`src/design/i2a_pkg.sv`:
```
// Shared types, codes and character constants for the integer-to-ASCII formatter.
`timescale 1ns / 1ps

package i2a_pkg;

	// Operand field width on the ports and default number of bits used
	localparam int VALUE_FIELD_W = 64;
	localparam int VALUE_WIDTH_DEF = 64;

	// Operation codes
	typedef enum logic [1:0] {
		OP_CHAR = 2'd0,
		OP_DEC  = 2'd1,
		OP_HEX  = 2'd2,
		OP_PTR  = 2'd3
	} op_t;

	// Prefix lengths, in characters
	localparam logic [2:0] PFX_LEN_NONE = 3'd0;
	localparam logic [2:0] PFX_LEN_ONE  = 3'd1;
	localparam logic [2:0] PFX_LEN_HEX  = 3'd2;
	localparam logic [2:0] PFX_LEN_NIL  = 3'd5;

	// ASCII constants
	localparam logic [7:0] CH_MINUS = 8'h2D;
	localparam logic [7:0] CH_ZERO  = 8'h30;
	localparam logic [7:0] CH_X     = 8'h78;
	localparam logic [7:0] CH_ALPHA = 8'h57; // 'a' - 10

	// Input request and output character payloads
	typedef struct packed {
		logic [1:0]               operation;
		logic [VALUE_FIELD_W-1:0] value;
	} arg_t;

	typedef struct packed {
		logic [7:0] ascii_byte;
		logic       last;
	} text_t;

	// Controller to datapath commands
	typedef struct packed {
		logic       load;
		logic       dab_step;
		logic       dig_shift;
		logic       emit_pfx;
		logic       emit_dig;
		logic [2:0] pidx;
		logic       last;
	} cmd_t;

	// Datapath to controller status
	typedef struct packed {
		logic [1:0] op;
		logic       neg;
		logic       zero;
		logic       top_zero;
		logic       dcnt_one;
	} status_t;

	// One lowercase hex or decimal digit to ASCII
	function automatic logic [7:0] digit_char(input logic [3:0] d);
		logic [7:0] dw;
		dw = {4'h0, d};
		return (d < 4'd10) ? (CH_ZERO + dw) : (CH_ALPHA + dw);
	endfunction

	// Characters of "(nil)"
	function automatic logic [7:0] nil_char(input logic [2:0] idx);
		logic [7:0] c;
		case (idx)
			3'd0:    c = 8'h28;
			3'd1:    c = 8'h6E;
			3'd2:    c = 8'h69;
			3'd3:    c = 8'h6C;
			default: c = 8'h29;
		endcase
		return c;
	endfunction

endpackage

```
`src/design/i2a_dpath.sv`:
```
// Datapath: operand capture, shift-add-3 BCD conversion, digit shifter and output register.
`timescale 1ns / 1ps

module i2a_dpath #(
	parameter int VALUE_WIDTH = i2a_pkg::VALUE_WIDTH_DEF
) (
	input  logic              clk,
	input  logic              arst_n,
	input  i2a_pkg::arg_t     arg_data,
	input  i2a_pkg::cmd_t     cmd,
	output i2a_pkg::status_t  status,
	output i2a_pkg::text_t    text_data
);

	// Digits of the largest magnitude 2^(W-1) in decimal, and of W bits in hex
	localparam int DEC_DIGITS = ((VALUE_WIDTH - 1) * 30103) / 100000 + 1;
	localparam int HEX_DIGITS = (VALUE_WIDTH + 3) / 4;
	localparam int NDIG = (DEC_DIGITS > HEX_DIGITS) ? DEC_DIGITS : HEX_DIGITS;
	localparam int DIGW = NDIG * 4;
	localparam int CW = $clog2(NDIG + 1);

	logic [VALUE_WIDTH-1:0] vm;
	logic [VALUE_WIDTH-1:0] bin_q;
	logic [DIGW-1:0]        dig_q;
	logic [DIGW-1:0]        adj;
	logic [CW-1:0]          dcnt_q;
	logic [1:0]             op_q;
	logic                   neg_q;
	logic                   zero_q;
	logic [3:0]             top;
	logic [7:0]             pfx_byte;
	i2a_pkg::text_t         out_q;

	assign vm  = arg_data.value[VALUE_WIDTH-1:0];
	assign top = dig_q[DIGW-1 -: 4];

	// Add 3 to every BCD digit of five or more before the shift
	always_comb begin
		for (int i = 0; i < NDIG; i++) begin
			adj[i*4 +: 4] = (dig_q[i*4 +: 4] >= 4'd5) ? (dig_q[i*4 +: 4] + 4'd3)
				: dig_q[i*4 +: 4];
		end
	end

	// Operand capture and per-item flags
	always_ff @(posedge clk) begin
		if (cmd.load) begin
			op_q   <= arg_data.operation;
			neg_q  <= (arg_data.operation == i2a_pkg::OP_DEC) && vm[VALUE_WIDTH-1];
			zero_q <= (vm == '0);
		end
	end

	// Binary shifter and digit register
	always_ff @(posedge clk) begin
		if (cmd.load) begin
			if (arg_data.operation == i2a_pkg::OP_DEC) begin
				bin_q <= vm[VALUE_WIDTH-1] ? (~vm + VALUE_WIDTH'(1)) : vm;
				dig_q <= '0;
			end else begin
				bin_q <= vm;
				dig_q <= DIGW'(vm);
			end
		end else if (cmd.dab_step) begin
			dig_q <= {adj[DIGW-2:0], bin_q[VALUE_WIDTH-1]};
			bin_q <= {bin_q[VALUE_WIDTH-2:0], 1'b0};
		end else if (cmd.dig_shift || cmd.emit_dig) begin
			dig_q <= {dig_q[DIGW-5:0], 4'h0};
		end
	end

	// Digits left to walk
	always_ff @(posedge clk or negedge arst_n) begin
		if (!arst_n) begin
			dcnt_q <= '0;
		end else if (cmd.load) begin
			dcnt_q <= CW'(NDIG);
		end else if (cmd.dig_shift || cmd.emit_dig) begin
			dcnt_q <= dcnt_q - CW'(1);
		end
	end

	// Prefix character
	always_comb begin
		case (op_q)
			i2a_pkg::OP_CHAR: pfx_byte = bin_q[7:0];
			i2a_pkg::OP_DEC:  pfx_byte = i2a_pkg::CH_MINUS;
			i2a_pkg::OP_PTR:  pfx_byte = zero_q ? i2a_pkg::nil_char(cmd.pidx)
				: (cmd.pidx[0] ? i2a_pkg::CH_X : i2a_pkg::CH_ZERO);
			default:          pfx_byte = i2a_pkg::CH_ZERO;
		endcase
	end

	// Output character register
	always_ff @(posedge clk) begin
		if (cmd.emit_pfx) begin
			out_q.ascii_byte <= pfx_byte;
			out_q.last       <= cmd.last;
		end else if (cmd.emit_dig) begin
			out_q.ascii_byte <= i2a_pkg::digit_char(top);
			out_q.last       <= cmd.last;
		end
	end

	assign text_data = out_q;

	assign status.op       = op_q;
	assign status.neg      = neg_q;
	assign status.zero     = zero_q;
	assign status.top_zero = (top == 4'h0);
	assign status.dcnt_one = (dcnt_q == CW'(1));

`ifndef ASSERT_OFF
	a_emit_has_digit: assert property (@(posedge clk) disable iff (!arst_n)
		cmd.emit_dig |-> dcnt_q != '0)
		else $error("digit emitted with no digits left");
	a_bcd_digit: assert property (@(posedge clk) disable iff (!arst_n)
		(cmd.emit_dig && op_q == i2a_pkg::OP_DEC) |-> top < 4'd10)
		else $error("decimal digit out of range");
`endif

endmodule

```
`src/design/i2a_ctrl.sv`:
```
// Controller: request handshake, sequencing of conversion, skip, prefix and digit output.
`timescale 1ns / 1ps

module i2a_ctrl #(
	parameter int VALUE_WIDTH = i2a_pkg::VALUE_WIDTH_DEF
) (
	input  logic              clk,
	input  logic              arst_n,
	input  logic              arg_valid,
	output logic              arg_stall,
	output logic              text_valid,
	input  logic              text_stall,
	input  i2a_pkg::status_t  status,
	output i2a_pkg::cmd_t     cmd
);

	localparam int ITW = $clog2(VALUE_WIDTH);

	typedef enum logic [5:0] {
		S_IDLE  = 6'b000001,
		S_START = 6'b000010,
		S_CONV  = 6'b000100,
		S_SKIP  = 6'b001000,
		S_PFX   = 6'b010000,
		S_DIGS  = 6'b100000
	} state_t;

	state_t         state_q, state_d;
	logic [ITW-1:0] itc_q, itc_d;
	logic [2:0]     pidx_q, pidx_d;
	logic           out_valid_q, out_valid_d;
	logic           slot_free;
	logic [2:0]     plen;
	logic           pfx_only;

	assign slot_free  = !out_valid_q || !text_stall;
	assign arg_stall  = (state_q != S_IDLE);
	assign text_valid = out_valid_q;

	// Prefix length and whether the prefix is the whole run
	always_comb begin
		pfx_only = 1'b0;
		case (status.op)
			i2a_pkg::OP_CHAR: begin
				plen     = i2a_pkg::PFX_LEN_ONE;
				pfx_only = 1'b1;
			end
			i2a_pkg::OP_DEC:  plen = status.neg ? i2a_pkg::PFX_LEN_ONE : i2a_pkg::PFX_LEN_NONE;
			i2a_pkg::OP_PTR: begin
				plen     = status.zero ? i2a_pkg::PFX_LEN_NIL : i2a_pkg::PFX_LEN_HEX;
				pfx_only = status.zero;
			end
			default:          plen = i2a_pkg::PFX_LEN_NONE;
		endcase
	end

	// Next state and commands
	always_comb begin
		cmd     = '0;
		state_d = state_q;
		itc_d   = itc_q;
		pidx_d  = pidx_q;
		unique case (state_q)
			S_IDLE: begin
				if (arg_valid) begin
					cmd.load = 1'b1;
					state_d  = S_START;
				end
			end
			S_START: begin
				itc_d  = ITW'(VALUE_WIDTH - 1);
				pidx_d = '0;
				if (status.op == i2a_pkg::OP_DEC) begin
					state_d = S_CONV;
				end else if (pfx_only) begin
					state_d = S_PFX;
				end else begin
					state_d = S_SKIP;
				end
			end
			S_CONV: begin
				cmd.dab_step = 1'b1;
				if (itc_q == '0) begin
					state_d = S_SKIP;
				end else begin
					itc_d = itc_q - ITW'(1);
				end
			end
			S_SKIP: begin
				if (status.top_zero && !status.dcnt_one) begin
					cmd.dig_shift = 1'b1;
				end else if (plen != i2a_pkg::PFX_LEN_NONE) begin
					state_d = S_PFX;
				end else begin
					state_d = S_DIGS;
				end
			end
			S_PFX: begin
				if (slot_free) begin
					cmd.emit_pfx = 1'b1;
					cmd.pidx     = pidx_q;
					if (pidx_q == plen - 3'd1) begin
						if (pfx_only) begin
							cmd.last = 1'b1;
							state_d  = S_IDLE;
						end else begin
							state_d = S_DIGS;
						end
					end else begin
						pidx_d = pidx_q + 3'd1;
					end
				end
			end
			S_DIGS: begin
				if (slot_free) begin
					cmd.emit_dig = 1'b1;
					if (status.dcnt_one) begin
						cmd.last = 1'b1;
						state_d  = S_IDLE;
					end
				end
			end
			default: state_d = S_IDLE;
		endcase
	end

	// Output valid flag
	always_comb begin
		out_valid_d = out_valid_q;
		if (cmd.emit_pfx || cmd.emit_dig) begin
			out_valid_d = 1'b1;
		end else if (!text_stall) begin
			out_valid_d = 1'b0;
		end
	end

	always_ff @(posedge clk or negedge arst_n) begin
		if (!arst_n) begin
			state_q     <= S_IDLE;
			itc_q       <= '0;
			pidx_q      <= '0;
			out_valid_q <= 1'b0;
		end else begin
			state_q     <= state_d;
			itc_q       <= itc_d;
			pidx_q      <= pidx_d;
			out_valid_q <= out_valid_d;
		end
	end

`ifndef ASSERT_OFF
	a_emit_slot: assert property (@(posedge clk) disable iff (!arst_n)
		(cmd.emit_pfx || cmd.emit_dig) |-> (!out_valid_q || !text_stall))
		else $error("character written over a held one");
	a_last_idle: assert property (@(posedge clk) disable iff (!arst_n)
		((cmd.emit_pfx || cmd.emit_dig) && cmd.last) |=> state_q == S_IDLE)
		else $error("run ended without returning to idle");
	a_conv_len: assert property (@(posedge clk) disable iff (!arst_n)
		(state_q == S_CONV && itc_q != '0) |=> state_q == S_CONV)
		else $error("conversion left early");
`endif

endmodule

```
`src/design/integer_to_ascii_formatter_core.sv`:
```
// Top level of the integer-to-ASCII formatter: controller and datapath.
//
//  channel | payload           | handshake             | direction
//  arg     | operation, value  | arg_valid / arg_stall | request in
//  text    | ascii_byte, last  | text_valid/text_stall | character out
//
// One request at a time; arg_stall is high from acceptance until the last character is written.
// Decimal: accept, start, shift-add-3 over every operand bit, skip of leading zero digits, then an
// optional minus sign and the digits. Hex skips leading zeros and emits the digits, pointer puts
// "0x" before them; a character emits only its byte and a null pointer only "(nil)".
// arst_n clears the controller; text_stall holds the output register and pauses output.
`timescale 1ns / 1ps

module integer_to_ascii_formatter_core #(
	parameter int VALUE_WIDTH = i2a_pkg::VALUE_WIDTH_DEF
) (
	input  logic            clk,
	input  logic            arst_n,
	input  logic            arg_valid,
	output logic            arg_stall,
	input  i2a_pkg::arg_t   arg_data,
	output logic            text_valid,
	input  logic            text_stall,
	output i2a_pkg::text_t  text_data
);

	i2a_pkg::cmd_t    cmd;
	i2a_pkg::status_t status;

	i2a_ctrl #(
		.VALUE_WIDTH(VALUE_WIDTH)
	) u_ctrl (
		.clk       (clk),
		.arst_n    (arst_n),
		.arg_valid (arg_valid),
		.arg_stall (arg_stall),
		.text_valid(text_valid),
		.text_stall(text_stall),
		.status    (status),
		.cmd       (cmd)
	);

	i2a_dpath #(
		.VALUE_WIDTH(VALUE_WIDTH)
	) u_dpath (
		.clk      (clk),
		.arst_n   (arst_n),
		.arg_data (arg_data),
		.cmd      (cmd),
		.status   (status),
		.text_data(text_data)
	);

endmodule
```
`config.mk`:
```
export PLATFORM = sky130hd
export DESIGN_NAME = integer_to_ascii_formatter_core
export DESIGN_NICKNAME = d
export VERILOG_FILES = /design/src/design/i2a_pkg.sv /design/src/design/i2a_dpath.sv /design/src/design/i2a_ctrl.sv /design/src/design/integer_to_ascii_formatter_core.sv
export SDC_FILE = /design/constraint.sdc
export NUM_CORES = 1
export LEC_CHECK = 0
export BUFFER_PORTS_ARGS = -buffer_cell sky130_fd_sc_hd__buf_2
export CAP_MARGIN = 10
export CORE_ASPECT_RATIO = 0.8
export CORE_MARGIN = 3
export CORE_UTILIZATION = 60
export CTS_BUF_LIST = sky130_fd_sc_hd__clkbuf_16
export CTS_CLUSTER_SIZE = 25
export DETAILED_ROUTE_END_ITERATION = 8
export PLACE_DENSITY = 0.77
export REMOVE_ABC_BUFFERS = 1
export SYNTH_ARGS = -nofsm -noshare
export SYNTH_HDL_FRONTEND = slang
export SYNTH_SLANG_ARGS = --single-unit
```
`constraint.sdc`:
```
create_clock -name clk -period 4.4 [get_ports clk]
set_input_delay 0.22 -clock clk [delete_from_list [all_inputs] [get_ports clk]]
set_output_delay 0.22 -clock clk [all_outputs]
set_load 0.05 [all_outputs]
```
Yosys cells after proc, flatten, opt, wreduce, memory -nomap -nowiden
Index checks and enable logic that the tools add are counted.
{"block": "totals", "ff_bits": 174, "word_cells": 181, "out_inout_bits": 11, "in_bits": 70}
{"block": "classes", "n_eq_ne": 25, "n_bitwise": 1, "addsub": 26, "mux": 74, "magnitude_cmp": 20, "n_reduce_logical": 23}
{"operator": "two-way mux 64 bit", "count": 5}
{"operator": "two-way mux 76 bit", "count": 3}
{"operator": "greater-or-equal comparator 4 x 3 -> 1 bit, second input constant", "count": 19}
{"operator": "two-way mux 4 bit", "count": 19}
{"operator": "adder 4 x 2 -> 4 bit, second input constant", "count": 18}
{"operator": "two-way mux 6 bit", "count": 11}
{"operator": "adder 64 x 1 -> 64 bit, second input constant", "count": 1}
{"operator": "logical NOT 64 bit", "count": 1}
{"operator": "NOT 64 bit", "count": 1}
{"operator": "case mux 6 bit (6 select lines)", "count": 1}
{"operator": "case mux 7 bit (4 select lines)", "count": 1}
{"operator": "case mux 8 bit (3 select lines)", "count": 1}
{"operator": "two-way mux 9 bit", "count": 2}
{"operator": "two-way mux 8 bit", "count": 2}
{"operator": "two-way mux 1 bit", "count": 15}
{"operator": "two-way mux 3 bit", "count": 5}
{"operator": "two-way mux 5 bit", "count": 3}
{"operator": "!= test 2 x 1 -> 1 bit, second input constant", "count": 6}
{"operator": "case mux 6 bit (2 select lines)", "count": 1}
{"operator": "nonzero test 2 bit", "count": 5}
{"operator": "case mux 3 bit (3 select lines)", "count": 1}
{"operator": "adder 7 x 4 -> 8 bit, first input constant", "count": 1}
{"operator": "!= test 2 bit, second input constant", "count": 4}
{"operator": "adder 6 x 4 -> 7 bit, first input constant", "count": 1}
{"operator": "33 further kinds", "count": 42}

Depth between registers and ports, before layout
{"block": "logic_depth", "ltp_word": 12, "ltp_mapped": 12}

Hierarchy
A second synthesis with hierarchy kept.
{"block": "hier_totals", "hier_cells": 1322, "area_unflattened_um2": 12197.9}
{"module": "i2a_dpath", "seq_area_each_um2": 4719.5, "instances": 1, "area_per_inst_um2": 10964.3, "cells_each": 1187}
{"module": "i2a_ctrl", "seq_area_each_um2": 401.6, "instances": 1, "area_per_inst_um2": 1233.7, "cells_each": 135}

Least setup slack after synthesis
OpenSTA, ideal clock, no wires.
{"block": "synth_path", "path_kind": "register to register", "from": "register u_ctrl.state_q[3]", "to": "register u_dpath.dig_q[12], data pin", "path_stages_with_launch": 9, "setup_ns": 0.357, "slack_ns": 0.439, "arrival_ns": 3.604, "synth_period_minus_slack_ns": 3.961, "n_path_buf": 2, "t_required_ns": 4.043, "path_cell_list": "dfrtp_1 nor4_1 nand4b_1 clkbuf_1 clkinv_1 nor2_1 inv_1 clkbuf_1 o21ai_0"}
{"block": "synth_between", "elab_chain_cells": 4}
{"element": "from (decl)", "line_no": "i2a_ctrl.sv:28", "source": "state_t state_q, state_d;"}
{"element": "from (signal assigned)", "line_no": "i2a_ctrl.sv:144", "source": "state_q <= state_d;"}
{"element": "equality test 6 x 3 -> 1 bit", "line_no": "i2a_ctrl.sv:63", "source": "unique case (state_q)"}
{"element": "two-way mux 1 bit", "line_no": "i2a_ctrl.sv:63"}
{"element": "two-way mux 76 bit", "line_no": "i2a_dpath.sv:64", "source": "end else if (cmd.dab_step) begin"}
{"element": "two-way mux 76 bit (*)", "line_no": "i2a_dpath.sv:56", "source": "if (cmd.load) begin"}
{"element": "to (signal assigned)", "line_no": "i2a_dpath.sv:62", "source": "dig_q <= DIGW'(vm);"}
{"element": "to (signal assigned)", "line_no": "i2a_dpath.sv:65", "source": "dig_q <= {adj[DIGW-2:0], bin_q[VALUE_WIDTH-1]};"}
{"element": "to (signal assigned)", "line_no": "i2a_dpath.sv:68", "source": "dig_q <= {dig_q[DIGW-5:0], 4'h0};"}
{"element": "to (decl)", "line_no": "i2a_dpath.sv:24", "source": "logic [DIGW-1:0] dig_q;"}
Every way passes the cells marked *; elsewhere a longest branch is shown, timed or not.
A chain may end at the register's enable or synchronous reset.

Worst setup path after layout
{"block": "layout_path", "from": "register u_ctrl.state_q[3]", "to": "register u_dpath.dig_q[8], data pin"}
Same word-level chain as after synthesis.

==> results.ini <==
[clock_network]
root_buffer = clkbuf_16
clk_transition_reported_paths_ns = 0.07
cts_resized = 0
clk_latency_ns = 0.43
cts_sinks = 174
numCtsBuffers = 17
cts_tree = built
cts_buffer_depth = 2
htreeDepth = 4

[placement]
place_hpwl_um = 17700
gp_congestion = 0.9109
portBuffers = 80
placed_area_um2 = 11780

[yosys]
ys.flop_type = edfxtp_1
synth_top_area_share_pct = 41.13
ys_seq_elements = 174
synth_cell_types = 57
synth_edf_count = 153
syn_avg_cell_area_um2 = 9.402
synthTopCellsByArea = edfxtp_1 (41%), o21ai_0 (6.1%), ha_1 (5.7%), nand2_1 (4.8%), xnor2_1 (4.6%)
async_flop_share_pct = 12.07
yosys.area.top_type = edfxtp_1
synth_area_um2 = 11170
synth_warnings = 0
syn_inst = 1188
ys_seq_area_share_pct = 45.85

[routing]
drt_iter0_markers = 1029
antenna_left = 0
wirelength_um = 26590
drc = 0
wl_per_cell_um = 17.67
drt_pass1_iterations = 5
via_per_inst = 6.155
vias = 9263

[sta]
slew_violations = 0
tightestPinTransition_ns = 1.151
period_share_pct = 74.48
finalCriticalPeriod_ns = 3.277
slew_headroom_pct = 23.20
finalHoldViolations = 0
fin_hold_ws_ns = 0.02427
setup_violations = 0
rsz0062_at_grt = no
clock_skew_ns = 0.009379
max_freq_ghz = 0.3052
setup_tns_ns = 0

[die]
die_area_um2 = 20300
row_count = 43
die_w_um = 158.5
dieHeight_um = 128.0
start_util_pct = 62.72
coreArea_um2 = 17810
io_pins = 81

[layout]
drive_gt1_share_pct = 11.21
nets = 1366
syn2layout_area_growth_pct = 10.63
nFillCells = 1420
n_antenna_cell = 0
finalInstanceArea_um2 = 12360

[grt]
gr-total-overflow = 0
antenna_found_initial = 0
grtUsageTotal_pct = 26.77
grt_pass1_vias = 8591
grt_max_degree = 106
grt_pass1_wl_um = 43540

[setup_path]
end_kind = flip-flop
cpMostUsedCell = buf_4
slowest_stage = buf_4
arrival_ns = 3.42
crit_fanout = 73
required_ns = 4.54
worst-setup-path-type = reg2reg
cpPeakStageDelay_ns = 0.71
critPathLaunchType = flip-flop
crit_chain = nor4_1, nand4b_1, clkinv_1, buf_4, nor2_1, inv_2, buf_4, o21ai_0

[power_and_ir_drop]
irDropWorstVdd_mv = 0.3568
p_per_area_nw_per_um2 = 691.2
power_leakage_nw = 4.593

[flow_run]
max_cap_violations = 0

[status]
outcome = finished, final reports clean

[worst_hold_path]
worstHoldPathType = in2reg

==> worst max-delay path: cells and delay by family (launching register included) <==
family          cells  cell delay, ns
flops               1            0.40
simple gates        3            0.96
buf+inv             4            1.31
compound gates      1            0.20
==> synth_stat cells (8+ instances only) <==
master	n
nand2_1	143
o31ai_1	25
clkbuf_1	53
nor2_1	48
or3_1	8
dfrtp_1	20
ha_1	51
nor3b_1	35
o21ai_0	136
nor4_1	12
nand3_1	45
edfxtp_1	153
xor2_1	33
a21oi_1	93
nand2b_1	18
nor2b_1	10
nor3_1	22
o211ai_1	23
xnor2_1	59
a31oi_1	16
a22oi_1	32
inv_1	63
==> path summary, 6_finish.rpt <==
path	start	endpoint	slack [ns]	depth (start not counted)
worst max-delay path	u_ctrl.state_q[3]	u_dpath.dig_q[8]	1.12	8
worst min-delay path	arg_data[65]	u_dpath.op_q[1]	0.02	1
worst max register to register	u_ctrl.state_q[3]	u_dpath.dig_q[8]	1.12	8
worst min register to register	u_dpath.bin_q[25]	u_dpath.bin_q[26]	0.52	2
max in group asynchronous	arst_n	u_ctrl.state_q[0]	3.76	2
min in group asynchronous	arst_n	u_ctrl.itc_q[4]	0.29	2
==> state kept, by name, summed over array words and instances (netlist names), 2 cells and up <==
signal,flops
u_dpath.dcnt_q,5
u_dpath.op_q,2
u_dpath.bin_q,64
u_dpath.dig_q,76
u_dpath.text_data,9
u_ctrl.pidx_q,3
u_ctrl.state_q,6
u_ctrl.itc_q,6
==> cells by family after synthesis <==
group | share of synthesized area (%)
and+or+nand+nor | 17.44
AOI/OAI and AO/OA | 19.61
xor gates and xnor gates | 7.214
adders and majority gates | 5.713
DFF | 45.85
muxes | 0.08962
buffers and inverters | 4.077
==> per-stage QoR <==
stage / setup slack, ns / total power [W] / std cells / utilization (%)
after detailed placement: 1.184 / 0.007035 / 1471 / 66.13
after global routing: 0.8658 / 0.009220 / 1505 / 69.39
after CTS: 1.183 / 0.008515 / 1505 / 69.39
after global placement: 1.419 / 0.006891 / 1471 / 66.13
after floorplan: -4.673 / 0.006124 / 1133 / -
final: 1.123 / 0.008541 / 1505 / 69.39
==> where the power goes <==
part	internal, W	switching [W]
Sequential	0.00299	0.000554
Clock	0.000825	0.000648
Combinational	0.00131	0.00221
==> timing repair <==
action,CTS,global route
hold endpoints to repair,21,0
setup endpoints to repair,0,0
buffers inserted,0,0
hold buffers,2,0
==> layout make-up <==
| class | instances | area (um^2) | share of cell area (%) |
|---|---|---|---|
| multi-input combinational | 895 | 5610 | 45.40 |
| sequential | 174 | 5121 | 41.44 |
| timing repair buffer | 93 | 515.5 | 4.172 |
| clock buffer | 17 | 425.4 | 3.443 |
| tap | 247 | 309.0 | 2.501 |
| inverter | 64 | 240.2 | 1.944 |
| clock inverter | 15 | 135.1 | 1.094 |
==> metal layers <==
| layer | GRT usage, % | share of wire, % | vias to the layer above |
|---|---|---|---|
| li1 | - | - | 4483 |
| met1 | 39.97 | 45 | 4357 |
| met2 | 40.15 | 45 | 385 |
| met3 | 4.961 | 7.9 | 38 |
| met4 | 7.537 | 1.5 | 0 |
| met5 | 0 | 0 | - |
==> cell usage in the layout (no fill, tap or decap), types with 32 or more instances in the layout <==
cell,netlist,layout
a21oi_1,93,92
a22oi_1,32,32
buf_2,1,80
edfxtp_1,153,153
ha_1,51,51
inv_1,63,65
nand2_1,143,142
nand3_1,45,45
nor2_1,48,48
nor3b_1,35,35
o21ai_0,136,136
xnor2_1,59,59
xor2_1,33,33
(Power assumes the default switching activity.)
